[config.mk]
export PLATFORM = sky130hd
export DESIGN_NAME = mseu_exec
export DESIGN_NICKNAME = d
export VERILOG_FILES = /design/src/sv/mseu_pkg.sv /design/src/sv/mseu_exec.sv
export SDC_FILE = /design/constraint.sdc
export NUM_CORES = 1
export LEC_CHECK = 0
export ABC_AREA = 0
export BUFFER_PORTS_ARGS = -buffer_cell sky130_fd_sc_hd__buf_4
export CAP_MARGIN = 20
export CORE_ASPECT_RATIO = 2
export CORE_UTILIZATION = 35
export DETAILED_ROUTE_END_ITERATION = 10
export REMOVE_ABC_BUFFERS = 1
export SYNTH_ARGS = -nofsm -noshare
export SYNTH_HDL_FRONTEND = slang
export SYNTH_SLANG_ARGS = --single-unit
[constraint.sdc]
create_clock -name vclk -period 9.6
set_input_delay 0 -clock vclk [all_inputs]
set_output_delay 0 -clock vclk [all_outputs]
set_load 0.02 [all_outputs]
[src/sv/mseu_pkg.sv]
// Shared opcodes, function codes, execute result type and overflow helpers.
`timescale 1ns / 1ps
`default_nettype none

package mseu_pkg;

   localparam int DATA_BYTES_DEF = 1024;

   localparam logic [5:0] OP_RTYPE = 6'h00;
   localparam logic [5:0] OP_J     = 6'h02;
   localparam logic [5:0] OP_JAL   = 6'h03;
   localparam logic [5:0] OP_BEQ   = 6'h04;
   localparam logic [5:0] OP_BNE   = 6'h05;
   localparam logic [5:0] OP_BGTZ  = 6'h07;
   localparam logic [5:0] OP_ADDI  = 6'h08;
   localparam logic [5:0] OP_ADDIU = 6'h09;
   localparam logic [5:0] OP_SLTI  = 6'h0a;
   localparam logic [5:0] OP_ANDI  = 6'h0c;
   localparam logic [5:0] OP_ORI   = 6'h0d;
   localparam logic [5:0] OP_NORI  = 6'h0e;
   localparam logic [5:0] OP_LUI   = 6'h0f;
   localparam logic [5:0] OP_LB    = 6'h20;
   localparam logic [5:0] OP_LH    = 6'h21;
   localparam logic [5:0] OP_LW    = 6'h23;
   localparam logic [5:0] OP_LBU   = 6'h24;
   localparam logic [5:0] OP_LHU   = 6'h25;
   localparam logic [5:0] OP_SB    = 6'h28;
   localparam logic [5:0] OP_SH    = 6'h29;
   localparam logic [5:0] OP_SW    = 6'h2b;
   localparam logic [5:0] OP_HALT  = 6'h3f;

   localparam logic [5:0] FN_SLL  = 6'h00;
   localparam logic [5:0] FN_SRL  = 6'h02;
   localparam logic [5:0] FN_SRA  = 6'h03;
   localparam logic [5:0] FN_JR   = 6'h08;
   localparam logic [5:0] FN_ADD  = 6'h20;
   localparam logic [5:0] FN_ADDU = 6'h21;
   localparam logic [5:0] FN_SUB  = 6'h22;
   localparam logic [5:0] FN_AND  = 6'h24;
   localparam logic [5:0] FN_OR   = 6'h25;
   localparam logic [5:0] FN_XOR  = 6'h26;
   localparam logic [5:0] FN_NOR  = 6'h27;
   localparam logic [5:0] FN_NAND = 6'h28;
   localparam logic [5:0] FN_SLT  = 6'h2a;

   localparam logic [4:0] REG_ZERO = 5'd0;
   localparam logic [4:0] REG_RA   = 5'd31;

   typedef struct packed {
      logic [31:0] npc;
      logic        halt;
      logic        zw;
      logic        ov;
      logic        ae;
      logic        me;
      logic        wr;
      logic [4:0]  widx;
      logic [31:0] val;
      logic        load;
      logic        store;
      logic [5:0]  op;
      logic [31:0] addr;
      logic [31:0] sdata;
   } exec_res_type;

   function automatic logic add_ovf(input logic [31:0] a, input logic [31:0] b);
      logic [31:0] r;
      r = a + b;
      return (~(a[31] ^ b[31])) & (a[31] ^ r[31]);
   endfunction

   function automatic logic sub_ovf(input logic [31:0] a, input logic [31:0] b);
      logic [31:0] r;
      r = a - b;
      return (a[31] ^ b[31]) & (a[31] ^ r[31]);
   endfunction

endpackage

`default_nettype wire

[src/sv/mseu_exec.sv]
// Decode and execute: next PC, ALU result, flags and memory address of one instruction.
`timescale 1ns / 1ps
`default_nettype none

module mseu_exec #(
   parameter int DATA_BYTES = mseu_pkg::DATA_BYTES_DEF
) (
   input  wire logic [31:0]           instr,
   input  wire logic [31:0]           op_a,
   input  wire logic [31:0]           op_b,
   input  wire logic [31:0]           pc,
   input  wire logic                  stopped,
   output      mseu_pkg::exec_res_type res
);

   import mseu_pkg::*;

   logic [5:0]  op;
   logic [5:0]  fn;
   logic [4:0]  rt;
   logic [4:0]  rd;
   logic [4:0]  sh;
   logic [31:0] lo16;
   logic [31:0] imm;
   logic [31:0] pc4;
   logic [31:0] addr;
   logic [31:0] brt;
   logic [2:0]  sz;
   logic [2:0]  szm;
   logic        has;
   logic        ls;
   logic        st;

   assign op   = instr[31:26];
   assign rt   = instr[20:16];
   assign rd   = instr[15:11];
   assign sh   = instr[10:6];
   assign fn   = instr[5:0];
   assign lo16 = {16'h0000, instr[15:0]};
   assign imm  = {{16{instr[15]}}, instr[15:0]};
   assign pc4  = pc + 32'd4;
   assign addr = op_a + imm;
   assign brt  = pc4 + {imm[29:0], 2'b00};

   always_comb begin
      res       = '0;
      res.npc   = pc4;
      res.op    = op;
      res.addr  = addr;
      res.sdata = op_b;
      sz        = 3'd0;
      szm       = 3'd0;
      has       = 1'b0;
      ls        = 1'b0;
      st        = 1'b0;
      if (stopped) begin
         res.npc  = pc;
         res.halt = 1'b1;
      end else if (op == OP_RTYPE) begin
         if (fn == FN_JR) begin
            res.npc = op_a;
         end else begin
            has = 1'b1;
            unique case (fn)
               FN_ADD: begin
                  res.ov  = add_ovf(op_a, op_b);
                  res.val = op_a + op_b;
               end
               FN_ADDU: res.val = op_a + op_b;
               FN_SUB: begin
                  res.ov  = sub_ovf(op_a, op_b);
                  res.val = op_a - op_b;
               end
               FN_AND:  res.val = op_a & op_b;
               FN_OR:   res.val = op_a | op_b;
               FN_XOR:  res.val = op_a ^ op_b;
               FN_NOR:  res.val = ~(op_a | op_b);
               FN_NAND: res.val = ~(op_a & op_b);
               FN_SLT:  res.val = {31'd0, $signed(op_a) < $signed(op_b)};
               FN_SLL:  res.val = op_b << sh;
               FN_SRL:  res.val = op_b >> sh;
               FN_SRA:  res.val = $unsigned($signed(op_b) >>> sh);
               default: has = 1'b0;
            endcase
            if (rd == REG_ZERO) begin
               // an SLL with rt, rd and shift amount zero (the nop) is exempt
               res.zw = !(rt == REG_ZERO && sh == 5'd0 && fn == FN_SLL);
            end else if (has) begin
               res.wr   = 1'b1;
               res.widx = rd;
            end
         end
      end else if (op == OP_J || op == OP_JAL) begin
         res.npc = {pc4[31:28], instr[25:0], 2'b00};
         if (op == OP_JAL) begin
            res.wr   = 1'b1;
            res.widx = REG_RA;
            res.val  = pc4;
         end
      end else if (op == OP_HALT) begin
         res.halt = 1'b1;
      end else begin
         has = 1'b1;
         unique case (op) inside
            OP_ADDI: begin
               res.ov  = add_ovf(op_a, imm);
               res.val = addr;
            end
            OP_ADDIU: res.val = addr;
            OP_LUI:   res.val = {instr[15:0], 16'h0000};
            OP_ANDI:  res.val = op_a & lo16;
            OP_ORI:   res.val = op_a | lo16;
            OP_NORI:  res.val = ~(op_a | lo16);
            OP_SLTI:  res.val = {31'd0, $signed(op_a) < $signed(imm)};
            OP_LW: begin
               ls = 1'b1;
               sz = 3'd4;
            end
            OP_LH, OP_LHU: begin
               ls = 1'b1;
               sz = 3'd2;
            end
            OP_LB, OP_LBU: begin
               ls = 1'b1;
               sz = 3'd1;
            end
            OP_SW: begin
               ls  = 1'b1;
               st  = 1'b1;
               sz  = 3'd4;
               has = 1'b0;
            end
            OP_SH: begin
               ls  = 1'b1;
               st  = 1'b1;
               sz  = 3'd2;
               has = 1'b0;
            end
            OP_SB: begin
               ls  = 1'b1;
               st  = 1'b1;
               sz  = 3'd1;
               has = 1'b0;
            end
            OP_BEQ, OP_BNE: begin
               has    = 1'b0;
               res.ov = add_ovf(pc4, {imm[29:0], 2'b00});
               if ((op == OP_BEQ) == (op_a == op_b)) begin
                  res.npc = brt;
               end
            end
            OP_BGTZ: begin
               has = 1'b0;
               if (op_a != 32'd0 && !op_a[31]) begin
                  res.npc = brt;
               end
            end
            default: has = 1'b0;
         endcase
         if (ls) begin
            szm    = sz - 3'd1;
            res.ov = add_ovf(op_a, imm);
            res.ae = addr[31] ||
                     (({1'b0, addr} + {30'd0, sz}) > 33'(DATA_BYTES));
            res.me = |(addr[1:0] & szm[1:0]);
            if (res.ae || res.me) begin
               res.halt = 1'b1;
               has      = 1'b0;
            end else begin
               res.load  = !st;
               res.store = st;
            end
         end
         if (has) begin
            if (rt == REG_ZERO) begin
               res.zw = 1'b1;
            end else begin
               res.wr   = 1'b1;
               res.widx = rt;
            end
         end
      end
   end

endmodule

`default_nettype wire

======== Word level (Yosys, flattened, before mapping) ========
Cells that the tools add are included.
cells by class
  $add $sub $neg .......................... 7
  multipliers ............................. 0
  divide/modulo/power cells ............... 0
  magnitude comparators ................... 3
  equality and inequality tests ........... 35
  shift operators ......................... 3
  multiplexer cells ....................... 64
  bitwise gates (word level) .............. 23
  reduce and logical (&&, ||, !) cells .... 26
operators by type and width
  kind                   number
  $pmux 32 s11           1
  $mux 32                6
  $pmux 32 s6            1
  $mux 38                4
  $eq 6x6->1 const B     18
  $add 32x32->32         3
  $not 32->32            3
  $mux 44                2
  $pmux 32 s2            1
  $eq 6x4->1 const B     8
  $add 32x3->33          1
  $gt 33x11->1 const B   1
  $mux 33                1
  $add 32x3->32 const B  1
  $and 32x16->32         1
  $and 32x32->32         1
  $eq 32x32->1           1
  $lt 32x16->1           1
  $lt 32x32->1           1
  $or 32x16->32          1
  $or 32x32->32          1
  $reduce_bool 32->1     1
  $shl 32x5->32          1
  $shr 32x5->32          1
  27 further kinds       100
storage, ports and cells
  bits in registers ....................... 0
  bits in latches ......................... 0
  RAM bits ................................ 0
  ROM bits ................................ 0
  word-level logic and storage cells ...... 161
  memories kept ........................... 0

======== Depth between registers and ports, before layout ========
  depth in word-level cells ............... 22
  depth in mapped cells ................... 21
  depth with buffers taken out ............ 20

======== Worst setup path after synthesis ========
Ideal clock, no wire load.
  path kind ............................... input port to output port
  from .................................... input port instr[1]
  to ...................................... output port res[104] (netlist bit)
  arrival ................................. 5.867 ns
  data required time ...................... 9.600 ns
  setup slack ............................. 3.733 ns
  stages on the path ...................... 20
  buffers on the path ..................... 5
  cell sequence ........................... clkbuf_1 -> buf_1 -> buf_1 -> buf_1 -> inv_1 -> fa_1 -> xnor2_1 -> ha_1 -> a21oi_1 -> nor2_1 -> nand3_1 -> and4b_1 -> clkbuf_1 -> o211ai_1 -> nor4_1 -> mux2_1 -> a211o_1 -> a2111oi_4 -> nand2_2 -> o31ai_1
RTL lines
  item             RTL line         text
  start, declared  mseu_exec.sv:8   input wire logic [31:0] instr,
  end, declared    mseu_exec.sv:13  output mseu_pkg::exec_res_type res

==> impl_metrics.tcl <==
set metrics [dict create \
    io_buffers 276 \
    yosysTopAreaCell "ha_1" \
    drt_first_pass_iters 7 \
    yosysWarnings 0 \
    max_cap_violations 0 \
    hold_viol 0 \
    rsz0062_at_grt "false" \
    start_util 0.356 \
    yosysSeqAreaShare 0 \
    hold_end "res[23]" \
    chipHeight_um 327 \
    fin_setup_tns_ps 0 \
    fill_cells 5718 \
    synth_common_cells "nor2_1 (315), a21oi_1 (256), nand2_1 (238)" \
    cts_resized 0 \
    min_period_over_period 0.624 \
    finalNetCount 3285 \
    gr-usage-all-layers 0.504 \
    yosysUniqueCellTypes 106 \
    cp.required_ps 9600 \
    syn_avg_cell_area_um2 6.50 \
    drive_gt1_frac 0.146 \
    synth_cells 2844 \
    antenna_found_initial 8 \
    grt_pass1_vias 25021 \
    grt_max_degree 56 \
    synth_area_um2 18500 \
    grt_pass1_wl_um 192000 \
    status "complete, but fails checks" \
    row_count 118 \
    regArea_um2 0 \
    hold_start "op_b[23]" \
    nClkBuffers 0 \
    yosys.area.top_type_share 0.141 \
    critical_path_class "in2out" \
    ctsHoldBuffers 0 \
    min_period_ps 5990 \
    hold_depth 2 \
    worstMarginPinSlew_ps 1560 \
    viasPerCell 7.15 \
    dp_hpwl_um 108000 \
    drtAntennaViolNets 0 \
    grt_overflow_total 0 \
    gp_congestion 1.11 \
    wl_per_cell_um 38.1 \
    die_w_um 165 \
    drt_iter0_drc 3369 \
    failed_checks "max-slew violations" \
    final-setup-viol-count 0 \
    hold_class "in2out" \
    post-cts-setup-buffers 0 \
    end_kind "output pin" \
    dieArea_um2 53800 \
    critPathLaunchType "input port" \
    seq_cells 0 \
    syn_to_final_growth_pct 12.6 \
    vias 25749 \
    design.core.area_um2 52000 \
    relSlewSlack -0.0377 \
    ioPinCount 276 \
    fmax_mhz 167 \
    crit_arrival_ps 5990 \
    cp_max_fo 23 \
    drt-total-wl_um 137000 \
    drc 0 \
    ys_top_cells_by_area "ha_1 (14%), a21oi_1 (6.9%), nor2_1 (6.4%), o21ai_0 (5.7%), nand2_1 (4.8%)" \
    final_max_slew_viol_count 1 \
    post-synth-top-count-cell "nor2_1" \
]
## metal layers
layer / part of all wire / GRT usage
met5: 0.00025 / 0.00464
met4: 0.15 / 0.583
met3: 0.094 / 0.163
met1: 0.30 / 0.464
met2: 0.45 / 0.811
## kinds of logic after synthesis
| group | after synthesis | share of synthesized area |
|---|---|---|
| simple gates | 912 | 0.232 |
| mux | 127 | 0.0829 |
| xor+xnor | 102 | 0.0511 |
| buf+inv | 421 | 0.0952 |
| compound gates | 1068 | 0.392 |
| fa+ha+maj | 214 | 0.147 |
## worst max-delay path: stages
cell and delay [ps]:
buf_4 430, inv_1 320, ha_1 410, a211o_1 420, a21o_1 230, a211oi_1 690
o2111ai_1 250, nand3_1 640, nand4_4 310, nor4_1 350, mux2_1 380, a211o_1 320
a2111oi_4 350, nand2_2 240, nor2_1 390, buf_4 220
## how the worst max path moves through the flow
| stage | start | to | slack [ps] | cells past startpoint |
|---|---|---|---|---|
| after CTS | instr[9] | res[71] | 3700 | 16 |
| after detailed placement | instr[9] | res[71] | 3680 | 16 |
| after global routing | instr[15] | res[113] | 3510 | 17 |
| after global placement | instr[9] | res[113] | 3790 | 16 |
| final | instr[1] | res[71] | 3610 | 16 |
| after floorplan | instr[8] | res[104] | 4330 | 14 |
## placed cells by master (no fill, tap or decap), types with 48 or more instances in the layout
master	Yosys	layout
buf_4	39	332
o221ai_1	48	48
mux2i_1	89	89
a21oi_1	256	256
xnor2_1	73	73
inv_1	178	178
o21ai_0	210	209
nand3_1	67	66
nor2_1	315	312
a211oi_1	65	65
nor3_1	80	74
nand2_1	238	237
ha_1	209	209
## stage by stage
stage	utilization	instances	instance area, um^2	setup WS (ps)	hold WS (ps)
after floorplan	-	2604	17400	4330	0
after global placement	0.400	3594	20800	3790	267
after global routing	0.401	3600	20800	3510	277
after detailed placement	0.400	3596	20800	3680	265
final	0.401	3603	20800	3610	270
after CTS	0.400	3596	20800	3700	266
## final cells by class
cell class | instances | area, um^2 | area share
multi-input combinational | 2423 | 16800 | 0.807
timing repair buffer | 336 | 2520 | 0.121
tap | 660 | 826 | 0.0396
inverter | 181 | 679 | 0.0326
antenna | 3 | 7.51 | 0.000360
