--- src/sv/mseu_ram.sv ---
// Generic single-write, single-read RAM with registered read data.
`timescale 1ns / 1ps
`default_nettype none

module mseu_ram #(
   parameter int WIDTH = 32,
   parameter int DEPTH = 32
) (
   input  wire logic                     clock,
   input  wire logic                     wr_en,
   input  wire logic [$clog2(DEPTH)-1:0] wr_addr,
   input  wire logic [WIDTH-1:0]         wr_data,
   input  wire logic [$clog2(DEPTH)-1:0] rd_addr,
   output      logic [WIDTH-1:0]         rd_data
);

   logic [WIDTH-1:0] mem_ff [DEPTH];
   logic [WIDTH-1:0] rd_data_ff;

   always_ff @(posedge clock) begin
      if (wr_en) begin
         mem_ff[wr_addr] <= wr_data;
      end
      rd_data_ff <= mem_ff[rd_addr];
   end

   assign rd_data = rd_data_ff;

endmodule

`default_nettype wire

--- config.mk ---
export PLATFORM = sky130hd
export DESIGN_NAME = mseu_ram
export DESIGN_NICKNAME = d
export VERILOG_FILES = /design/src/sv/mseu_ram.sv
export SDC_FILE = /design/constraint.sdc
export NUM_CORES = 1
export LEC_CHECK = 0
export BUFFER_PORTS_ARGS = -buffer_cell sky130_fd_sc_hd__buf_4
export CAP_MARGIN = 20
export CORE_ASPECT_RATIO = 1.5
export CORE_MARGIN = 4
export CORE_UTILIZATION = 40
export DETAILED_ROUTE_END_ITERATION = 16
export GPL_ROUTABILITY_DRIVEN = 0
export HOLD_SLACK_MARGIN = 0.08
export PLACE_DENSITY_LB_ADDON = 0.25
export SLEW_MARGIN = 20
export SYNTH_ARGS = -nofsm -noshare
export SYNTH_HDL_FRONTEND = slang
export SYNTH_SLANG_ARGS = --single-unit
--- constraint.sdc ---
create_clock -name clock -period 3.4 [get_ports clock]
set_input_delay 0.85 -clock clock [delete_from_list [all_inputs] [get_ports clock]]
set_output_delay 0.85 -clock clock [all_outputs]
set_load 0.02 [all_outputs]
* After elaboration in Yosys (flattened, before gate mapping)
Memories as Yosys holds them, arrays and structs flattened. A register that Yosys moved wholly into a read port is not among the register bits.
Cells that the tools add are included.
** Word-level totals
- Word-level logic and storage cells :: 3
- Flip-flop bits (word level) :: 0
- Memory bits (writable) :: 1024
- Output and inout bits :: 32
- Memories :: 1
- Input bits :: 44
** Memory list
- mem_ff :: words 32, width 32, read ports 1, clocked after memory_dff 1, write ports 1, RTL line 17 : logic [WIDTH-1:0] mem_ff [DEPTH];
** Operators by class
- Mux-type cells :: 2
** Operators by type and width (number)
- 1-bit two-way mux :: 2

* Longest topological paths before layout
Gate-level depths: netlist (run 1).
- Word-level depth :: 2
- Gate-level depth with buffers :: 8
- Depth with buffers taken out :: 5

* Worst setup path after synthesis (run 1)
No wires, ideal clock.
- Path type :: input -> register
- Start point :: in wr_addr[1]
- End point :: mem mem_ff[12][0], enable pin
- Library setup time :: 421 ps
- Setup slack :: 116 ps
- Arrival :: 2863 ps
- Buffers on the path :: 1
- Required time :: 2979 ps
- Cell stages on the path :: 3
- Cells stage by stage :: or3b_2 -> clkbuf_1 -> nor2_1
** RTL lines
- start, declared :: RTL line 11 : input wire logic [$clog2(DEPTH)-1:0] wr_addr,
- end, declared :: RTL line 17
Straight into the memory's write port.

==> results of run 1 <==
==> Yosys cell counts (all sizes together) <==
master,n
edfxtp,1024
mux2i,512
nand2,98
nand3,98
a21oi,96
a22oi,96
buf,79
a22o,64
clkbuf,48
nor2,34
a31oi,32
dfxtp,32
nor3,32
nand3b,5
or3b,3
nand2b,2
and2,1
and2b,1
nor2b,1
or2,1
or3,1
==> worst reg2reg max path, delay by kind of cell (launching register included) <==
family,cells,cell delay [ns]
flip-flops,1,0.36
buffers and inverters,1,0.19
AO/OA/AOI/OAI,2,0.52
multiplexers,1,0.16
AND/OR/NAND/NOR,2,0.20
==> flip-flops by register name, indices dropped and copies added (netlist names) <==
register  cells
rd_data      32
mem_ff     1024
==> layout by cell type, fill, tap and decap left out <==
master      instances
a21oi_1            96
clkinvlp_4          8
inv_6               4
a31oi_1            32
bufinv_16           7
a22oi_1            96
mux2i_1           512
nand2_1            97
buf_4             144
edfxtp_1         1024
clkinv_8            1
clkinv_2           17
clkinv_1            9
inv_16              1
dfxtp_1            32
nor3_1             32
nand3_1            98
nor2_4             33
or3b_2              3
or3_1               1
and2_4              1
nand2_2             1
nor2_1              1
clkbuf_8            6
buf_12             40
diode_2             3
or2_2               1
and2b_4             1
clkinv_16           1
clkbuf_16          93
buf_8               1
nor2b_4             1
nand3b_1            5
a22o_1             64
clkinv_4            2
nand2b_2            2
clkbuf_1           25
==> per-stage QoR <==
stage	area [um2]	hold slack [ns]	utilization, %	total power [W]	cells
after floorplan	40490	0.5529	-	0.01561	2260
after global routing	46530	0.5487	46.43	0.02733	3788
final	46540	0.5721	46.44	0.02645	3791
after CTS	46530	0.5257	46.43	0.02670	3788
after global placement	43520	0.5799	43.43	0.01631	3614
after detailed placement	43520	0.5747	43.43	0.01634	3614
==> power breakdown <==
group	internal, W	switching (W)	total [W]
Clock	0.00576	0.00465	0.0104
Combinational	0.000523	0.000968	0.00149
Sequential	0.0145	0.0000793	0.0145
==> cell type report <==
type | instances | area [um2] | area share (%)
flip-flops and latches | 1056 | 31390 | 67.45
multi-input cells | 1077 | 8610 | 18.50
clock buffers | 124 | 2504 | 5.380
repair buffers | 185 | 1897 | 4.076
well taps | 1296 | 1622 | 3.484
clock inverters | 50 | 508.0 | 1.092
diodes | 3 | 7.507 | 0.01613
==> logic make-up after synthesis <==
group / Yosys count
AND/OR/NAND/NOR: 277
multiplexers: 512
flip-flops: 1056
buffers and inverters: 127
AO/OA/AOI/OAI: 288
==> how the worst max path moves through the flow <==
| stage | from | to | slack, ns | cells after the start |
|---|---|---|---|---|
| 5_1_grt | rd_addr[0] | rd_data[23] | 1.05 | 9 |
| 4_1_cts | rd_data[25] | rd_data[25] | 1.16 | 1 |
| 3_5_place_dp | rd_addr[0] | rd_data[23] | 0.45 | 9 |
| 6_report | rd_addr[0] | rd_data[23] | 1.11 | 9 |
| 2_1_floorplan | wr_addr[1] | mem_ff[12][0] | 0.12 | 3 |
| 3_3_place_gp | rd_addr[0] | rd_data[23] | 0.48 | 9 |
==> routing by layer <==
| layer | share of wire, % | vias up | global-route usage, % |
|---|---|---|---|
| met4 | 2.5 | 2 | 5.605 |
| met1 | 42 | 10960 | 24.74 |
| met3 | 5.5 | 137 | 3.837 |
| li1 | - | 9294 | - |
| met2 | 51 | 573 | 32.67 |
| met5 | 0.017 | - | 0 |
==> flow_summary.toml, run 1 <==
[outcome]
status = "finished, final reports clean"

[global_routing]
grt_pass1_wl_um = 147600
grt_pass1_vias = 21690
antenna_found_initial = 4
overflow = 0
grt_usage_pct = 19.10
grt_start_max_net_pins = 75

[logic_synthesis]
ys_seq_elements = 1056
synth-compound-area-share_pct = 4.846
synth_top_cell_by_area = "edfxtp_1"
ys_top_cells_by_area = "edfxtp_1 76%, mux2i_1 13%, a22oi_1 1.8%"
ys_types = 25
synthAdderAreaFrac_pct = 0
synth_top_family_by_area = "multiplexers"
synth_cells = 2260
synth_area_per_cell_um2 = 17.91
synth_nets = 2304
synth_simple_gate_area_share_pct = 3.100
ys_warn_count = 0
muxShareOfSynthArea_pct = 12.66
syn-cell-area_um2 = 40490
synth_top_area_share_pct = 75.95
synth_xor_xnor_area_share_pct = 0
ys_seq_area_share_pct = 77.54

[detailed_routing]
vias = 20960
drcViolationCount = 0
viasPerCell = 5.530
wl_per_cell_um = 26.88
drtAntennaViolNets = 0
drt_iter0_markers = 1790
firstDrtPassIters = 7
wl_um = 101900

[timing]
fin_setup_tns_ns = 0
finalHoldViolations = 0
period_share_pct = 67.27
slew-limit-headroom_pct = 45.98
rsz0062_at_grt = "no"
drv_slew = 0
worstMarginPinSlew_ns = 0.8102
final-setup-viol-count = 0
skew_ns = 0.02349
fmax_mhz = 437.2
setup_ws_ns = 1.113
period_needed_ns = 2.287

[critical_path]
cp_cell_sequence = "buf_8, buf_12, buf_12, buf_4, mux2i_1, a22o_1, nor3_1, a31oi_1, nand3_1"
worstPathArrival_ns = 2.81
crit_slowest_cell = "buf_8"
cpLargestDelayFamily = "buffers and inverters"
path_common_cell = "buf_12"
regToRegEndpoint = "rd_data[3]"
r2r_cells = 6
reg2reg_from = "mem_ff[3][3]"
crit_buf_inv = 4
worstPathRequired_ns = 3.92
worstSetupPathType = "input pin to register"
cp-end-kind = "register"
worstPathMaxFanout = 31
cp-start-kind = "input pin"
critical-path-max-stage-delay_ns = 0.33
reg2reg_slack_ns = 1.82

[pwr]
power_per_cell_area_nw_per_um2 = 568.4
p_leak_nw = 16.10
vdd_drop_max_uv = 412.6

[floorplan]
start_util_pct = 40.40
coreArea_um2 = 100200
rows = 142
die_x_um = 267.8
die-area_um2 = 106500
chipHeight_um = 397.6
pin_count = 76

[worst_hold_path]
min_to = "mem_ff[13][17]"
hold_start = "wr_data[17]"
hold_path.class = "input pin to register"
whs_path_depth = 1

[clocking]
postCtsSetupBuffers = 0
cts.sinks = 1056
cts_tree = "done"
cts_root_buf = "clkbuf_16"
cts_buffers = 93
cts_max_path_buffers = 3
htreeDepth = 3
clk_pin_slew_ns = 0.06
cts_resized = 0
postCtsHoldBufs = 0
clock_latency_ns = 0.68

[layout]
nNetsFinal = 2457
layout-drive-gt1-share_pct = 14.77
fillers = 8461
syn2layout_area_growth_pct = 14.95

[placed_design]
place_ws_ns = 0.4501
numPortBuffers = 75
dp_hpwl_um = 58350

[flow_run]
cap_violations = 0
No activity file was read; power rests on OpenSTA's default activity.
==> run 2, diff against run 1 <==
clock period = 1.9 ns   (was 3.4 ns; I/O delays follow)
==> run 2 against run 1 <==
Net effect:
- clock skew is 0.0019 ns lower
- flip-flop and latch count stayed put
- via count is 2.7% higher
==> flow_summary.toml, run 2 (synthesis results as in run 1) <==
[outcome]
status = "finished, final reports clean"

[global_routing]
met1_usage_pct = 24.04
grt-busiest-layer = "met2"
grtUsageMet2_pct = 36.05
grt_pass1_vias = 22230
gr-usage-met3_pct = 3.429
overflow = 0
grt_usage_pct = 20.00
antenna_found_initial = 5
grt_pass1_wl_um = 153000
grt_start_max_net_pins = 34

[critical_path]
crit_buf_inv = 1
worstPathArrival_ns = 1.31
worstPathRequired_ns = 1.42
worstPathMaxFanout = 1
cp-end-kind = "output pin"
worstSetupPathType = "register to output pin"
cpLargestDelayFamily = "flip-flops"
cp_cell_sequence = "buf_4"
cp-start-kind = "register"
crit_slowest_cell = "dfxtp_1"
critical-path-max-stage-delay_ns = 0.46

[detailed_routing]
wl_um = 106800
viasPerCell = 5.525
wl_per_cell_um = 27.42
drcViolationCount = 0
drt_iter0_markers = 1741
drtAntennaViolNets = 0
vias = 21520
firstDrtPassIters = 5

[pwr]
power_per_cell_area_nw_per_um2 = 1014
p_leak_nw = 16.98
vdd_drop_max_uv = 717.5

[placed_design]
postPlaceCellArea_um2 = 45090
numPortBuffers = 75
dp_hpwl_um = 63900

[layout]
largest_reg_flops = 1024
final_cell_mix = "1024 x edfxtp_1, 512 x mux2i_1, 180 x buf_4, 104 x buf_12, 98 x clkbuf_16"
final_area_um2 = 48400
layout-drive-gt1-share_pct = 18.72
final_util_pct = 48.30
top_register = "mem_ff"
nNetsFinal = 2558
syn2layout_area_growth_pct = 19.56
final_common_cell = "edfxtp_1"

[floorplan]
rows = 142
die_x_um = 267.8
start_util_pct = 40.40
pin_count = 76
die-area_um2 = 106500
coreArea_um2 = 100200
chipHeight_um = 397.6

[clocking]
cts_root_buf = "clkbuf_16"
cts_tree = "done"
cts.sinks = 1056
cts_max_path_buffers = 3
htreeDepth = 3
cts_resized = 1
postCtsHoldBufs = 0
clock_latency_ns = 0.68
cts_buffers = 94
postCtsSetupBuffers = 0
clk_pin_slew_ns = 0.06

[timing]
finalHoldViolations = 0
drv_slew = 0
period_share_pct = 94.13
slew-limit-headroom_pct = 68.44
worstMarginPinSlew_ns = 0.4723
period_needed_ns = 1.789
final-setup-viol-count = 0
skew_ns = 0.02154
rsz0062_at_grt = "no"
fmax_mhz = 559.1

[flow_run]
cap_violations = 0

[worst_hold_path]
hold_path.class = "input pin to register"
[run 2: cell count changes in the layout (fill, tap and decap cells not counted), moves of 5 or more]
cell	previous run	this run
clkbuf_1	25	16
clkbuf_16	93	98
bufinv_16	7	15
buf_12	40	104
buf_4	144	180
[run 2: per-layer routing]
layer  up-vias  wire, um
met4         4      3703
met5         -        27
met3       164      4853
met2       547     56940
li1       9502         -
met1     11300     41290
[run 2: where the power goes]
part	internal, W	switching (W)	total, W
Clock	0.0117	0.00844	0.0202
Sequential	0.0259	0.000134	0.0260
Combinational	0.00115	0.00175	0.00290
[run 2: final cells by class]
| class | instances | area, um2 |
|---|---|---|
| diodes | 3 | 7.507 |
| multi-input cells | 1077 | 8627 |
| flip-flops and latches | 1056 | 31390 |
| fillers | 8312 | 51800 |
| well taps | 1296 | 1622 |
| clock buffers | 119 | 2581 |
| repair buffers | 285 | 3448 |
| clock inverters | 59 | 726.9 |
[run 2: final timing paths]
check | startpoint | end | slack (ns) | depth (start not counted)
max | rd_data[13] | rd_data[13] | 0.11 | 1
min | wr_data[25] | mem_ff[25][25] | 0.20 | 1
max reg2reg | mem_ff[1][5] | rd_data[5] | 0.43 | 6
min reg2reg | mem_ff[17][28] | rd_data[28] | 0.59 | 4
[run 2: through the flow]
stage | worst slack [ns] | instances | power [W] | hold WS [ns] | TNS (ns)
6_report | 0.1114 | 3895 | 0.04909 | 0.1952 | 0
5_1_grt | 0.04637 | 3892 | 0.05074 | 0.1761 | 0
4_1_cts | 0.03866 | 3892 | 0.04953 | 0.1431 | 0
3_5_place_dp | -0.3689 | 3714 | 0.02944 | 0.5784 | -13.23
3_3_place_gp | -0.3296 | 3714 | 0.02939 | 0.5809 | -10.62
2_1_floorplan | -0.2588 | 2260 | 0.02796 | 0.5529 | -142.50
==> run 3, diff against run 2 <==
ABC_AREA = 1   (was unset)
==> run 3 against run 2 <==
Net effect:
- sequential power about the same
- hold slack got worse by 0.016 ns
- via count rose by 28%
- non-clock buffer count decreased by 13
- register-to-register slack gained 0.33 ns
- synthesized cell count is 56% higher
- setup slack got worse by 0.047 ns
- final area is 2.4% higher
- flip-flop and latch count did not move
- clock power hardly changed
- critical path type unchanged
- highest routed layer unchanged
==> flow_summary.toml, run 3 <==
[outcome]
status = "finished, final reports clean"

[critical_path]
cpLargestDelayFamily = "flip-flops"
critical-path-max-stage-delay_ns = 0.46
cp_cell_sequence = "buf_4"
crit_buf_inv = 1
worstPathRequired_ns = 1.42
cp-end-kind = "output pin"
cp-start-kind = "register"
worstSetupPathType = "register to output pin"
worstPathArrival_ns = 1.36
crit_slowest_cell = "dfxtp_1"
worstPathMaxFanout = 1

[timing]
final-setup-viol-count = 0
whs_ns = 0.1795
rsz0062_at_grt = "no"
slew-limit-headroom_pct = 76.25
fin_setup_tns_ns = 0
period_share_pct = 96.58
period_needed_ns = 1.835
worstMarginPinSlew_ns = 0.3563
skew_ns = 0.02561
drv_slew = 0
fmax_mhz = 544.9
finalHoldViolations = 0

[logic_synthesis]
ys_warn_count = 0
ys_types = 14
ys_top_cells_by_area = "edfxtp_1 73%, nand2_1 13%, nand3_1 9.2%"
synth-main-ff-cell = "edfxtp_1"
ys_seq_area_share_pct = 74.02
ys_top_cells_by_count = "1440 x nand2_1, 1024 x edfxtp_1, 780 x nand3_1, 83 x buf_2, 66 x buf_6"
synth_top_cell_by_area = "edfxtp_1"
synth_cells = 3536
synth_nets = 3580
synth_top_area_share_pct = 72.51
synth-async-reset-ratio_pct = 0
synth_most_common_cell = "nand2_1"
synth-edff-count = 1024
syn-cell-area_um2 = 42410
ys_seq_elements = 1056
synth_area_per_cell_um2 = 11.99

[pwr]
netSwitchingFraction_pct = 22.26
p_comb_share_pct = 6.9
clock_power_share_pct = 40.5
vdd_drop_max_uv = 623.8
power_switching_w = 0.01101
power_per_cell_area_nw_per_um2 = 998.0
p_leak_nw = 18.14
power_frac_seq_pct = 52.6
intPower_w = 0.03845

[detailed_routing]
wl_per_cell_um = 23.58
met2_length_um = 63650
drcViolationCount = 0
drt_iter0_markers = 2141
top_layer = "met5"
firstDrtPassIters = 6
wl_met3_um = 6617
viasPerCell = 5.303
drtAntennaViolNets = 0
vias = 27480
drt-met1-wl_um = 47760
wl_um = 122200

[layout]
final_area_um2 = 49560
fillers = 9351
final_util_pct = 47.02
multi_input_area_um2 = 9669
nNetsFinal = 3734
syn2layout_area_growth_pct = 16.87
top_register = "mem_ff"
finalNonFillerCells = 5183
final_cell_mix = "1440 x nand2_1, 1024 x edfxtp_1, 780 x nand3_1, 162 x buf_4, 107 x buf_12"
layout-drive-gt1-share_pct = 12.09
regArea_um2 = 31390
largest_reg_flops = 1024
final_common_cell = "nand2_1"

[worst_hold_path]
hold_path.class = "input pin to register"

[global_routing]
antenna_found_initial = 7
grt_usage_pct = 21.86
overflow = 0
grt_pass1_vias = 27070
grt_pass1_wl_um = 179600
grt_start_max_net_pins = 68

[floorplan]
die_x_um = 273.9
rows = 146
start_util_pct = 40.23
chipHeight_um = 406.8
pin_count = 76
die-area_um2 = 111400
coreArea_um2 = 105400

[clocking]
clock_latency_ns = 0.69
htreeDepth = 3
clk_pin_slew_ns = 0.07
cts_root_buf = "clkbuf_16"
postCtsHoldBufs = 0
cts.sinks = 1056
cts_buffers = 98
cts_tree = "done"
postCtsSetupBuffers = 0
cts_max_path_buffers = 3

[placed_design]
numPortBuffers = 75
placedCellCount = 4996
dp_hpwl_um = 70930
postPlaceCellArea_um2 = 46290

[flow_run]
cap_violations = 0
## run 3: stage by stage
stage | total power [W] | setup WS (ns)
finish | 0.04946 | 0.06494
floorplan | 0.02836 | -0.2785
global placement | 0.02994 | -0.02158
CTS | 0.04985 | 0.001038
global route | 0.05107 | 0.01648
detailed placement | 0.02996 | -0.02449
## run 3: cell families (layout without fill, tap and decap cells)
kind of cell           Yosys count  count (layout)  synth area share [%]
and+or+nand+nor               2252            2252                 22.24
DFF                           1056            1056                 74.02
buffers and inverters          228             464                 3.741
other                            0               5                     0
## run 3: path summary, 6_finish.rpt
| kind | from | end | slack (ns) | cells after the start |
|---|---|---|---|---|
| worst max-delay path | rd_data[26] | rd_data[26] | 0.06 | 1 |
| worst min-delay path | rd_addr[4] | rd_data[14] | 0.18 | 4 |
| worst max register to register | mem_ff[12][10] | rd_data[10] | 0.76 | 8 |
| worst min register to register | mem_ff[26][30] | rd_data[30] | 0.73 | 8 |
## run 3: repair_timing
| item | 4_1_cts | 5_1_grt |
|---|---|---|
| gates resized for setup | 3 | 0 |
| hold endpoints to repair | 0 | 0 |
| setup endpoints to repair | 3 | 0 |
## run 3: layout make-up
type	count	area share, %
sequential	1056	63.35
multi-input combinational	2252	19.51
timing repair buffer	272	6.860
clock buffer	133	5.441
tap	1406	3.550
clock inverter	49	1.131
inverter	10	0.1363
antenna	5	0.02525
## run 3: power groups by stage
stage / Combinational (W) / Clock, W / Sequential (W)
floorplan: 0.00179 / 0 / 0.0266
global placement: 0.00341 / 0 / 0.0265
detailed placement: 0.00343 / 0 / 0.0265
CTS: 0.00344 / 0.0204 / 0.0260
global route: 0.00375 / 0.0213 / 0.0260
finish: 0.00341 / 0.0200 / 0.0260
## run 3: per-layer routing
layer	GRT usage [%]	vias to the layer above
li1	-	12640
met1	26.88	13740
met2	39.36	877
met3	2.842	219
met4	8.140	4
met5	0	-
