[config.mk]
export PLATFORM = sky130hd
export DESIGN_NAME = mseu_lsu
export DESIGN_NICKNAME = d
export VERILOG_FILES = /design/src/sv/mseu_pkg.sv /design/src/sv/mseu_lsu.sv
export SDC_FILE = /design/constraint.sdc
export NUM_CORES = 1
export LEC_CHECK = 0
export BUFFER_PORTS_ARGS = -buffer_cell sky130_fd_sc_hd__buf_2
export CAP_MARGIN = 20
export CORE_MARGIN = 3
export CORE_UTILIZATION = 35
export DETAILED_ROUTE_END_ITERATION = 12
export GPL_TIMING_DRIVEN = 0
export PLACE_DENSITY = 0.86
export SLEW_MARGIN = 20
export SYNTH_ARGS = -nofsm -noshare
export SYNTH_HDL_FRONTEND = slang
export SYNTH_SLANG_ARGS = --single-unit
[constraint.sdc]
create_clock -name vclk -period 2.1
set_clock_uncertainty 0.1 [all_clocks]
set_input_delay 0.315 -clock vclk [all_inputs]
set_output_delay 0.315 -clock vclk [all_outputs]
set_load 0.02 [all_outputs]
[src/sv/mseu_pkg.sv]
// Shared opcodes, function codes, execute result type and overflow helpers.
`timescale 1ns / 1ps
`default_nettype none

package mseu_pkg;

   localparam int DATA_BYTES_DEF = 1024;

   localparam logic [5:0] OP_RTYPE = 6'h00;
   localparam logic [5:0] OP_J     = 6'h02;
   localparam logic [5:0] OP_JAL   = 6'h03;
   localparam logic [5:0] OP_BEQ   = 6'h04;
   localparam logic [5:0] OP_BNE   = 6'h05;
   localparam logic [5:0] OP_BGTZ  = 6'h07;
   localparam logic [5:0] OP_ADDI  = 6'h08;
   localparam logic [5:0] OP_ADDIU = 6'h09;
   localparam logic [5:0] OP_SLTI  = 6'h0a;
   localparam logic [5:0] OP_ANDI  = 6'h0c;
   localparam logic [5:0] OP_ORI   = 6'h0d;
   localparam logic [5:0] OP_NORI  = 6'h0e;
   localparam logic [5:0] OP_LUI   = 6'h0f;
   localparam logic [5:0] OP_LB    = 6'h20;
   localparam logic [5:0] OP_LH    = 6'h21;
   localparam logic [5:0] OP_LW    = 6'h23;
   localparam logic [5:0] OP_LBU   = 6'h24;
   localparam logic [5:0] OP_LHU   = 6'h25;
   localparam logic [5:0] OP_SB    = 6'h28;
   localparam logic [5:0] OP_SH    = 6'h29;
   localparam logic [5:0] OP_SW    = 6'h2b;
   localparam logic [5:0] OP_HALT  = 6'h3f;

   localparam logic [5:0] FN_SLL  = 6'h00;
   localparam logic [5:0] FN_SRL  = 6'h02;
   localparam logic [5:0] FN_SRA  = 6'h03;
   localparam logic [5:0] FN_JR   = 6'h08;
   localparam logic [5:0] FN_ADD  = 6'h20;
   localparam logic [5:0] FN_ADDU = 6'h21;
   localparam logic [5:0] FN_SUB  = 6'h22;
   localparam logic [5:0] FN_AND  = 6'h24;
   localparam logic [5:0] FN_OR   = 6'h25;
   localparam logic [5:0] FN_XOR  = 6'h26;
   localparam logic [5:0] FN_NOR  = 6'h27;
   localparam logic [5:0] FN_NAND = 6'h28;
   localparam logic [5:0] FN_SLT  = 6'h2a;

   localparam logic [4:0] REG_ZERO = 5'd0;
   localparam logic [4:0] REG_RA   = 5'd31;

   typedef struct packed {
      logic [31:0] npc;
      logic        halt;
      logic        zw;
      logic        ov;
      logic        ae;
      logic        me;
      logic        wr;
      logic [4:0]  widx;
      logic [31:0] val;
      logic        load;
      logic        store;
      logic [5:0]  op;
      logic [31:0] addr;
      logic [31:0] sdata;
   } exec_res_type;

   function automatic logic add_ovf(input logic [31:0] a, input logic [31:0] b);
      logic [31:0] r;
      r = a + b;
      return (~(a[31] ^ b[31])) & (a[31] ^ r[31]);
   endfunction

   function automatic logic sub_ovf(input logic [31:0] a, input logic [31:0] b);
      logic [31:0] r;
      r = a - b;
      return (a[31] ^ b[31]) & (a[31] ^ r[31]);
   endfunction

endpackage

`default_nettype wire

[src/sv/mseu_lsu.sv]
// Big-endian load extraction and store merge on one memory word.
`timescale 1ns / 1ps
`default_nettype none

module mseu_lsu (
   input  wire logic [5:0]  op,
   input  wire logic [1:0]  offset,
   input  wire logic [31:0] word,
   input  wire logic [31:0] sdata,
   output      logic [31:0] ld_val,
   output      logic [31:0] st_word
);

   import mseu_pkg::*;

   logic [15:0] half;
   logic [7:0]  byte_sel;

   always_comb begin
      half = offset[1] ? word[15:0] : word[31:16];
      case (offset)
         2'd0:    byte_sel = word[31:24];
         2'd1:    byte_sel = word[23:16];
         2'd2:    byte_sel = word[15:8];
         default: byte_sel = word[7:0];
      endcase
   end

   always_comb begin
      case (op) inside
         OP_LH:   ld_val = {{16{half[15]}}, half};
         OP_LHU:  ld_val = {16'h0000, half};
         OP_LB:   ld_val = {{24{byte_sel[7]}}, byte_sel};
         OP_LBU:  ld_val = {24'h000000, byte_sel};
         default: ld_val = word;
      endcase
   end

   always_comb begin
      st_word = word;
      case (op) inside
         OP_SW: st_word = sdata;
         OP_SH: begin
            if (offset[1]) begin
               st_word[15:0] = sdata[15:0];
            end else begin
               st_word[31:16] = sdata[15:0];
            end
         end
         OP_SB: begin
            case (offset)
               2'd0:    st_word[31:24] = sdata[7:0];
               2'd1:    st_word[23:16] = sdata[7:0];
               2'd2:    st_word[15:8]  = sdata[7:0];
               default: st_word[7:0]   = sdata[7:0];
            endcase
         end
         default: st_word = word;
      endcase
   end

endmodule

`default_nettype wire

# == After elaboration in Yosys (flattened, before gate mapping) ==
# Index checks and enable logic that the tools add are counted.
# word_totals
reg_bits,0
inputBits,72
output_inout_bits,64
elab_cells,26
# classes
eq_ne,9
mux,15
reduce_logical,2
# ops
cell,n
two-way mux 32 bit,7
two-way mux 16 bit,3
"== test 6 bit, second input constant",7
two-way mux 8 bit,4
one-hot mux 8 bit (3 select lines),1
OR reduction 3 bit,1
"== test 2 x 1 -> 1 bit, second input constant",1
"== test 2 bit, second input constant",1
logical NOT 2 bit,1

# == Logic depth before layout (Yosys ltp) ==
# Gate-level depths: netlist of run 1.
# logic_depth
depth_word,6
depth_mapped,7
depth_no_buf,4

# == Worst setup path before layout of run 1 ==
# OpenSTA, ideal clock, no wires.
# synth_timing
path_type,input-to-output
from,in op[1]
to,out st_word[10]
t_arrival_ps,1870
required_time_ps,1685
slack_ps,-185
path_stages,5
n_path_buf,1
cell_sequence,buf_6 -> nor3b_1 -> nand3_1 -> o22a_1 -> a222oi_1
# synth_via
elab_chain_cells,4
elab_cells_between_ends,6
cone_classes,3 x eq/ne; 3 x mux
# synth_rtl
item,line_no,rtl
from (decl),mseu_lsu.sv:6,"input wire logic [5:0] op,"
== test 6 bit (no source line),--,
two-way mux 32 bit (2 in a row),mseu_lsu.sv:41,case (op) inside
two-way mux 32 bit (*),mseu_lsu.sv:41,
to (decl),mseu_lsu.sv:11,output logic [31:0] st_word
# Every way passes the cells marked *; elsewhere a longest branch is shown, timed or not.

# == Worst setup path after layout of run 1 ==
# layout_timing
from,in op[0]
to,out st_word[6]
# Same word-level chain as after synthesis.

==> results of run 1 <==
what timing repair did:
item,4_1_cts,5_1_grt
hold buffers,0,0
setup endpoints to repair,64,63
buffers inserted,16,9
pin swaps,19,27
resized for setup,95,75
kinds of logic (layout without fill, tap and decap cells):
| family | count (synthesis) | in the layout | share of synthesized area, % |
|---|---|---|---|
| multiplexers | 51 | 51 | 28.5 |
| AO/OA/AOI/OAI | 87 | 87 | 35.9 |
| AND/OR/NAND/NOR | 85 | 85 | 23.1 |
| buffers and inverters | 48 | 206 | 12.5 |
worst max-delay path, delay by kind of cell:
kind                   cells  cell delay, ns
AND/OR/NAND/NOR            1            0.26
AO/OA/AOI/OAI              1            0.19
buffers and inverters      5            0.78
multiplexers               1            0.35
Yosys cell counts (all sizes together), types with 8 or more instances:
master / number / share of area, %
mux2: 8 / 4.9
o21ai: 8 / 2.2
inv: 24 / 4.9
mux2i: 43 / 24
nor3: 10 / 2.7
buf: 15 / 5.7
nor2: 27 / 6.6
a221oi: 8 / 6.6
a211oi: 16 / 6.6
clkbuf: 9 / 1.8
a21oi: 25 / 6.8
a21o: 8 / 3.3
nand2: 32 / 6.6
routing by layer:
layer,vias up,share of wire (%)
met2,230,50
met4,0,3.4
met5,-,0
li1,1325,-
met1,1385,38
met3,36,8.3
layout make-up:
cell class,instances,share of cell area (%)
inverter,24,2.55
tap,67,2.37
timing repair buffer,159,32.4
buffer,23,6.02
multi-input combinational,223,56.7
power breakdown:
part	leakage [uW]	total [uW]	internal, uW	switching (uW)
logic	0.00175	784	349	435
clock network	0	0	0	0
registers	0	0	0	0
through the flow:
step	utilization, %	TNS (ns)	setup WS [ns]	instance area (um^2)	hold slack, ns
6_report	72.5	-5.80	-0.215	3540	0.886
5_1_grt	72.5	-8.28	-0.271	3540	0.899
4_1_cts	65.5	-4.06	-0.157	3190	0.875
3_5_place_dp	54.8	-18.82	-0.480	2680	0.892
3_3_place_gp	54.8	-16.53	-0.465	2680	0.897
2_1_floorplan	-	-0.834	-0.0778	1920	0.696
worst max-delay path by stage:
stage,slack (ns),from,endpoint,cells past startpoint
global route,-0.27,op[0],st_word[6],8
CTS,-0.16,op[1],ld_val[13],7
global placement,-0.46,offset[0],ld_val[25],7
detailed placement,-0.48,offset[0],ld_val[25],7
finish,-0.21,op[0],st_word[6],8
floorplan,-0.08,op[3],st_word[10],4
==> flow_summary_export.csv, run 1 <==
group,metric,value,unit
grt,grt_pass1_vias,2756,
worst_setup_path,path_cells,"buf_6, buf_8, nand4b_1, buf_4, o22ai_4, buf_12, mux2_2, buf_2",
detailed_routing,ant_nets,0,
floorplanning,io-pin-count,136,
floorplanning,die_height,78.3,um
run,cap_viol_max_count,0,
grt,use_met3,2.06,%
placement,dp_hpwl,6730,um
cells_and_area,multi_input_area,2000,um^2
worst_setup_path,critical_path.max_stage_delay,0.35,ns
worst_setup_path,endpoint_kind,"output port",
floorplanning,die_area,6130,um^2
sta,grt_setup_unrepaired,"true",
worst_setup_path,required,1.68,ns
cells_and_area,clkbuf_count,0,
logic_synthesis,synth_seq_area_share,0,%
sta,drv_slew,0,
detailed_routing,via_count,2976,
placement,io_buffers,134,
power,power,784,uW
grt,gr-usage-met2,53.8,%
cells_and_area,seq_cells,0,
floorplanning,core,4880,um^2
logic_synthesis,syn_area,1830,um^2
detailed_routing,wl_per_cell,20.0,um
floorplanning,fp-row-count,25,
grt,met1_usage,33.7,%
run_status,status,"complete, but fails checks",
grt,track_usage,28.1,%
grt,grt_pass1_wl,14000,um
power,p_per_area,222,nW/um^2
worst_setup_path,critPathLaunchType,"primary input",
sta,worst_pin_slew,0.593,ns
cells_and_area,diodes,0,
logic_synthesis,synth_nets,343,
power,vdd_drop_max,0.136,mV
logic_synthesis,syn_inst,271,
cells_and_area,nFillCells,377,
worst_setup_path,critPathArrivalTime,1.90,ns
logic_synthesis,syn_area_per_cell,6.75,um^2
sta,hold_violations,0,
logic_synthesis,ys_types,39,
sta,post-route-worst-setup-slack,-0.215,ns
run_status,violations,"setup timing",
worst_hold_path,worstHoldEndpoint,"st_word[4]",
detailed_routing,route.detailed.drc,0,
cells_and_area,layout_common_cells,"103 x buf_2, 41 x mux2i_1, 34 x buf_6",
worst_setup_path,critPathSlowestCell,"mux2_2",
grt,grt_max_degree,11,
worst_hold_path,hold-path-cell-count,3,
floorplanning,initial_utilization,37.5,%
cells_and_area,seq_area,0,um^2
placement,globalplace.congestion,0.919,
sta,fin_crit,2.31,ns
sta,period_share,110,%
cells_and_area,final_layout_size_suffix_gt1_share,57.6,%
grt,antenna_found_initial,0,
grt,grt.overflow.total,0,
detailed_routing,vias_per_cell,6.00,
grt,grt_busiest_layer,"met2",
worst_setup_path,path_max_fanout,8,
floorplanning,die_w,78.3,um
power,leakage,0.00175,uW
cells_and_area,syn_to_final_growth,93.4,%
detailed_routing,drtIter0Drc,198,
cells_and_area,fin_nets,503,
worst_hold_path,hold_class,"primary input to output port",
cells_and_area,mostFrequentLayoutCell,"buf_2",
sta,finalSetupViolCount,53,
worst_hold_path,hold_path.startpoint,"word[4]",
cells_and_area,fin_cells,496,
sta,fmax,432,MHz
detailed_routing,dr.pass1.iters,5,
placement,dp.cells,472,
logic_synthesis,yosysWarnings,0,
sta,max-slew-margin-rel,60.4,%
detailed_routing,finalWirelength,9900,um
worst_setup_path,path_class,"primary input to output port",
No activity file was read; power rests on OpenSTA's default activity.
==> run 2: changes to the inputs <==
--- a/config.mk
+++ b/config.mk
@@ -7,11 +7,12 @@
 export LEC_CHECK = 0
 export BUFFER_PORTS_ARGS = -buffer_cell sky130_fd_sc_hd__buf_2
 export CAP_MARGIN = 20
+export CORE_ASPECT_RATIO = 0.75
 export CORE_MARGIN = 3
-export CORE_UTILIZATION = 35
+export CORE_UTILIZATION = 39
 export DETAILED_ROUTE_END_ITERATION = 12
 export GPL_TIMING_DRIVEN = 0
-export PLACE_DENSITY = 0.86
+export PLACE_DENSITY = 0.93
 export SLEW_MARGIN = 20
 export SYNTH_ARGS = -nofsm -noshare
 export SYNTH_HDL_FRONTEND = slang
==> flow_summary_export.csv, run 2 (synthesized netlist as in run 1, its figures left out) <==
group,metric,value,unit
run_status,status,"complete, but fails checks",
run_status,violations,"setup timing",
sta,fmax,419,MHz
detailed_routing,dr.pass1.iters,8,
cells_and_area,syn_to_final_growth,102,%
power,vdd_drop_max,0.182,mV
sta,hold_violations,0,
detailed_routing,wl_per_cell,23.4,um
floorplanning,fp-row-count,20,
sta,grt_setup_unrepaired,"true",
sta,post-route-worst-setup-slack,-0.285,ns
cells_and_area,fin_nets,502,
placement,dp_hpwl,6750,um
placement,io_buffers,134,
cells_and_area,seq_cells,0,
grt,grt_pass1_vias,2927,
floorplanning,initial_utilization,42.7,%
detailed_routing,drtIter0Drc,395,
detailed_routing,finalWirelength,11300,um
run,cap_viol_max_count,0,
power,p_per_area,229,nW/um^2
worst_setup_path,critPathArrivalTime,1.97,ns
grt,grt_max_degree,11,
worst_setup_path,critical_path.max_stage_delay,0.41,ns
cells_and_area,final_layout_size_suffix_gt1_share,63.1,%
cells_and_area,clkbuf_count,0,
worst_hold_path,hold_class,"primary input to output port",
cells_and_area,mostFrequentLayoutCell,"buf_2",
worst_setup_path,path_max_fanout,6,
power,leakage,0.00177,uW
worst_setup_path,path_class,"primary input to output port",
worst_setup_path,required,1.68,ns
worst_setup_path,path_cells,"buf_12, buf_12, nor3b_4, nand3_2, o22a_4, buf_6, a222oi_1, buf_4",
worst_setup_path,critPathLaunchType,"primary input",
worst_setup_path,crit_buf_inv,4,
cells_and_area,diodes,0,
sta,max-slew-margin-rel,58.5,%
detailed_routing,via_count,3177,
detailed_routing,vias_per_cell,6.58,
grt,grt_pass1_wl,14800,um
cells_and_area,layout_common_cells,"83 x buf_2, 41 x buf_6, 40 x mux2i_1",
placement,placed_area,2660,um^2
worst_setup_path,cp_common_cell,"buf_12",
floorplanning,io-pin-count,136,
floorplanning,die_height,65.3,um
placement,globalplace.congestion,0.984,
detailed_routing,route.detailed.drc,0,
clock_tree,holdBufCountCts,0,
floorplanning,die_w,85.1,um
grt,antenna_found_initial,0,
sta,worst_pin_slew,0.622,ns
power,power,843,uW
sta,drv_slew,0,
sta,fin_crit,2.38,ns
cells_and_area,fin_util,86.1,%
worst_setup_path,endpoint_kind,"output port",
floorplanning,core,4280,um^2
cells_and_area,seq_area,0,um^2
sta,finalSetupViolCount,63,
grt,track_usage,32.8,%
worst_setup_path,cp_top_family,"compound AO/OA/AOI/OAI gates",
floorplanning,die_area,5550,um^2
detailed_routing,ant_nets,0,
sta,timing.hold.ws,0.882,ns
cells_and_area,final_design_area_no_fill,3680,um^2
grt,grt.overflow.total,0,
sta,period_share,114,%
sta,fin_setup_tns,-8.19,ns
worst_setup_path,critPathSlowestCell,"a222oi_1",
-- run 2: changes by cell type in the layout (fill, tap and decap cells not counted), moves of 10 or more --
cell	change
buf_2	-20
buf_4	+10
nand2_1	-19
nand2_4	+12
-- run 2: area by class of cell --
type	count	area, um^2
repair buffers	158	1200
multi-input cells	223	2100
fillers	219	596
inverters	24	90.1
plain buffers	23	226
well taps	55	68.8
-- run 2: through the flow --
step	cells	setup WS [ns]
after floorplan	271	-0.0778
after global placement	460	-0.419
after detailed placement	460	-0.475
after CTS	483	-0.153
after global routing	483	-0.324
final	483	-0.285
-- run 2: metal layers --
metal / part of all wire (%) / vias up / global-route usage [%] / routed length, um
met1: 37 / 1478 / 40.3 / 4130
met5: 0 / - / 0 / 0
met4: 4.7 / 0 / 9.88 / 535
li1: - / 1324 / - / -
met2: 46 / 302 / 58.7 / 5220
met3: 12 / 73 / 5.51 / 1400
-- run 2: final timing paths --
check	to	start	slack, ns	cells past startpoint
worst max-delay path	st_word[9]	op[1]	-0.28	8
worst min-delay path	ld_val[1]	word[1]	0.88	4
-- run 2: timing repair --
item | 4_1_cts | 5_1_grt
endpoints found under the setup margin | 64 | 64
setup buffers | 23 | 0
cloned | 1 | 0
pin swaps | 30 | 22
gates resized for setup | 85 | 141
-- run 2: report_power, final --
part | leakage [uW] | total [uW] | internal, uW | switching, uW
registers | 0 | 0 | 0 | 0
clock network | 0 | 0 | 0 | 0
logic | 0.00177 | 843 | 373 | 471
total | 0.00177 | 843 | 373 | 471
==> run 3: changes to the inputs <==
--- a/config.mk
+++ b/config.mk
@@ -13,6 +13,7 @@
 export DETAILED_ROUTE_END_ITERATION = 12
 export GPL_TIMING_DRIVEN = 0
 export PLACE_DENSITY = 0.93
+export RECOVER_POWER = 50
 export SLEW_MARGIN = 20
 export SYNTH_ARGS = -nofsm -noshare
 export SYNTH_HDL_FRONTEND = slang
==> flow_summary_export.csv, run 3 (synthesized netlist as in run 1, its figures left out) <==
group,metric,value,unit
detailed_routing,vias_per_cell,6.58,
worst_setup_path,critPathArrivalTime,1.95,ns
sta,grt_setup_unrepaired,"true",
grt,grt_pass1_wl,14800,um
cells_and_area,fin_nets,502,
run_status,violations,"setup timing",
floorplanning,core,4280,um^2
worst_setup_path,required,1.68,ns
grt,antenna_found_initial,0,
placement,pre_cts_ws,-0.475,ns
worst_hold_path,hold_class,"primary input to output port",
clock_tree,holdBufCountCts,0,
sta,max-slew-margin-rel,58.6,%
detailed_routing,dr.pass1.iters,8,
cells_and_area,seq_cells,0,
worst_setup_path,endpoint_kind,"output port",
placement,io_buffers,134,
cells_and_area,clkbuf_count,0,
cells_and_area,fin_cells,483,
sta,post-route-worst-setup-slack,-0.268,ns
cells_and_area,syn_to_final_growth,101,%
worst_setup_path,path_class,"primary input to output port",
run,cap_viol_max_count,0,
floorplanning,die_height,65.3,um
floorplanning,die_area,5550,um^2
detailed_routing,finalWirelength,11300,um
detailed_routing,wl_per_cell,23.4,um
run_status,status,"complete, but fails checks",
cells_and_area,seq_area,0,um^2
sta,period_share,113,%
detailed_routing,route.detailed.drc,0,
detailed_routing,drtIter0Drc,395,
floorplanning,initial_utilization,42.7,%
floorplanning,io-pin-count,136,
worst_setup_path,critPathLaunchType,"primary input",
cells_and_area,diodes,0,
power,leakage,0.00176,uW
grt,grt.overflow.total,0,
sta,timing.hold.ws,0.882,ns
detailed_routing,via_count,3180,
worst_setup_path,path_max_fanout,6,
placement,dp_hpwl,6750,um
cells_and_area,mostFrequentLayoutCell,"buf_2",
power,p_per_area,229,nW/um^2
sta,fin_setup_tns,-8.20,ns
sta,drv_slew,0,
sta,hold_violations,0,
grt,grt_max_degree,11,
placement,dp.cells,460,
cells_and_area,layout_common_cells,"84 x buf_2, 41 x buf_6, 40 x mux2i_1",
grt,track_usage,32.8,%
floorplanning,fp-row-count,20,
sta,fmax,422,MHz
sta,finalSetupViolCount,63,
power,vdd_drop_max,0.183,mV
placement,globalplace.congestion,0.984,
floorplanning,die_w,85.1,um
detailed_routing,ant_nets,0,
sta,worst_pin_slew,0.622,ns
grt,grt_pass1_vias,2927,
sta,fin_crit,2.37,ns
cells_and_area,final_layout_size_suffix_gt1_share,63.1,%
## run 3: cell counts in the layout (fill, tap and decap cells not counted)
Identical to the previous run, type by type.
## run 3: layout make-up
| cell class | count | area [um^2] |
|---|---|---|
| Timing Repair Buffer | 158 | 1190 |
| Inverter | 24 | 90.1 |
| Multi-Input combinational cell | 223 | 2100 |
| Tap cell | 55 | 68.8 |
| Fill cell | 220 | 598 |
| Buffer | 23 | 226 |
## run 3: through the flow
stage                     total power, uW  util (%)  instance area [um^2]
final                                 843      86.0                  3680
after global routing                  877      86.0                  3680
after CTS                             699      75.0                  3210
after detailed placement              599      62.2                  2660
after global placement                589      62.2                  2660
after floorplan                       366         -                  1920
## run 3: repair_timing
| action | CTS | global route |
|---|---|---|
| resized for setup | 85 | 141 |
| pin swaps | 30 | 22 |
| gates cloned | 1 | 0 |
| setup endpoints to repair | 64 | 64 |
| setup buffers | 23 | 0 |
## run 3: report_power, final
| part | total [uW] | switching, uW | internal (uW) |
|---|---|---|---|
| Combinational | 843 | 471 | 372 |
| Clock | 0 | 0 | 0 |
| Sequential | 0 | 0 | 0 |
## run 3: worst max-delay path, cell delays in order
cell and delay [ns]:
buf_12 0.10, buf_12 0.11, nor3b_4 0.28, nand3_2 0.14
o22a_4 0.25, buf_6 0.13, a222oi_1 0.39, buf_4 0.22
## run 3: metal layers
layer	part of all wire (%)	wire length, um	track usage (%)	vias up
met5	0	0	0	-
li1	-	-	-	1324
met1	37	4150	40.3	1480
met4	4.7	530	9.88	0
met3	12	1370	5.51	71
met2	46	5230	58.7	305
## run 3: final timing paths
path | startpoint | endpoint | slack, ns | cells after the start
worst max-delay path | op[1] | st_word[9] | -0.27 | 8
worst min-delay path | word[1] | ld_val[1] | 0.88 | 4
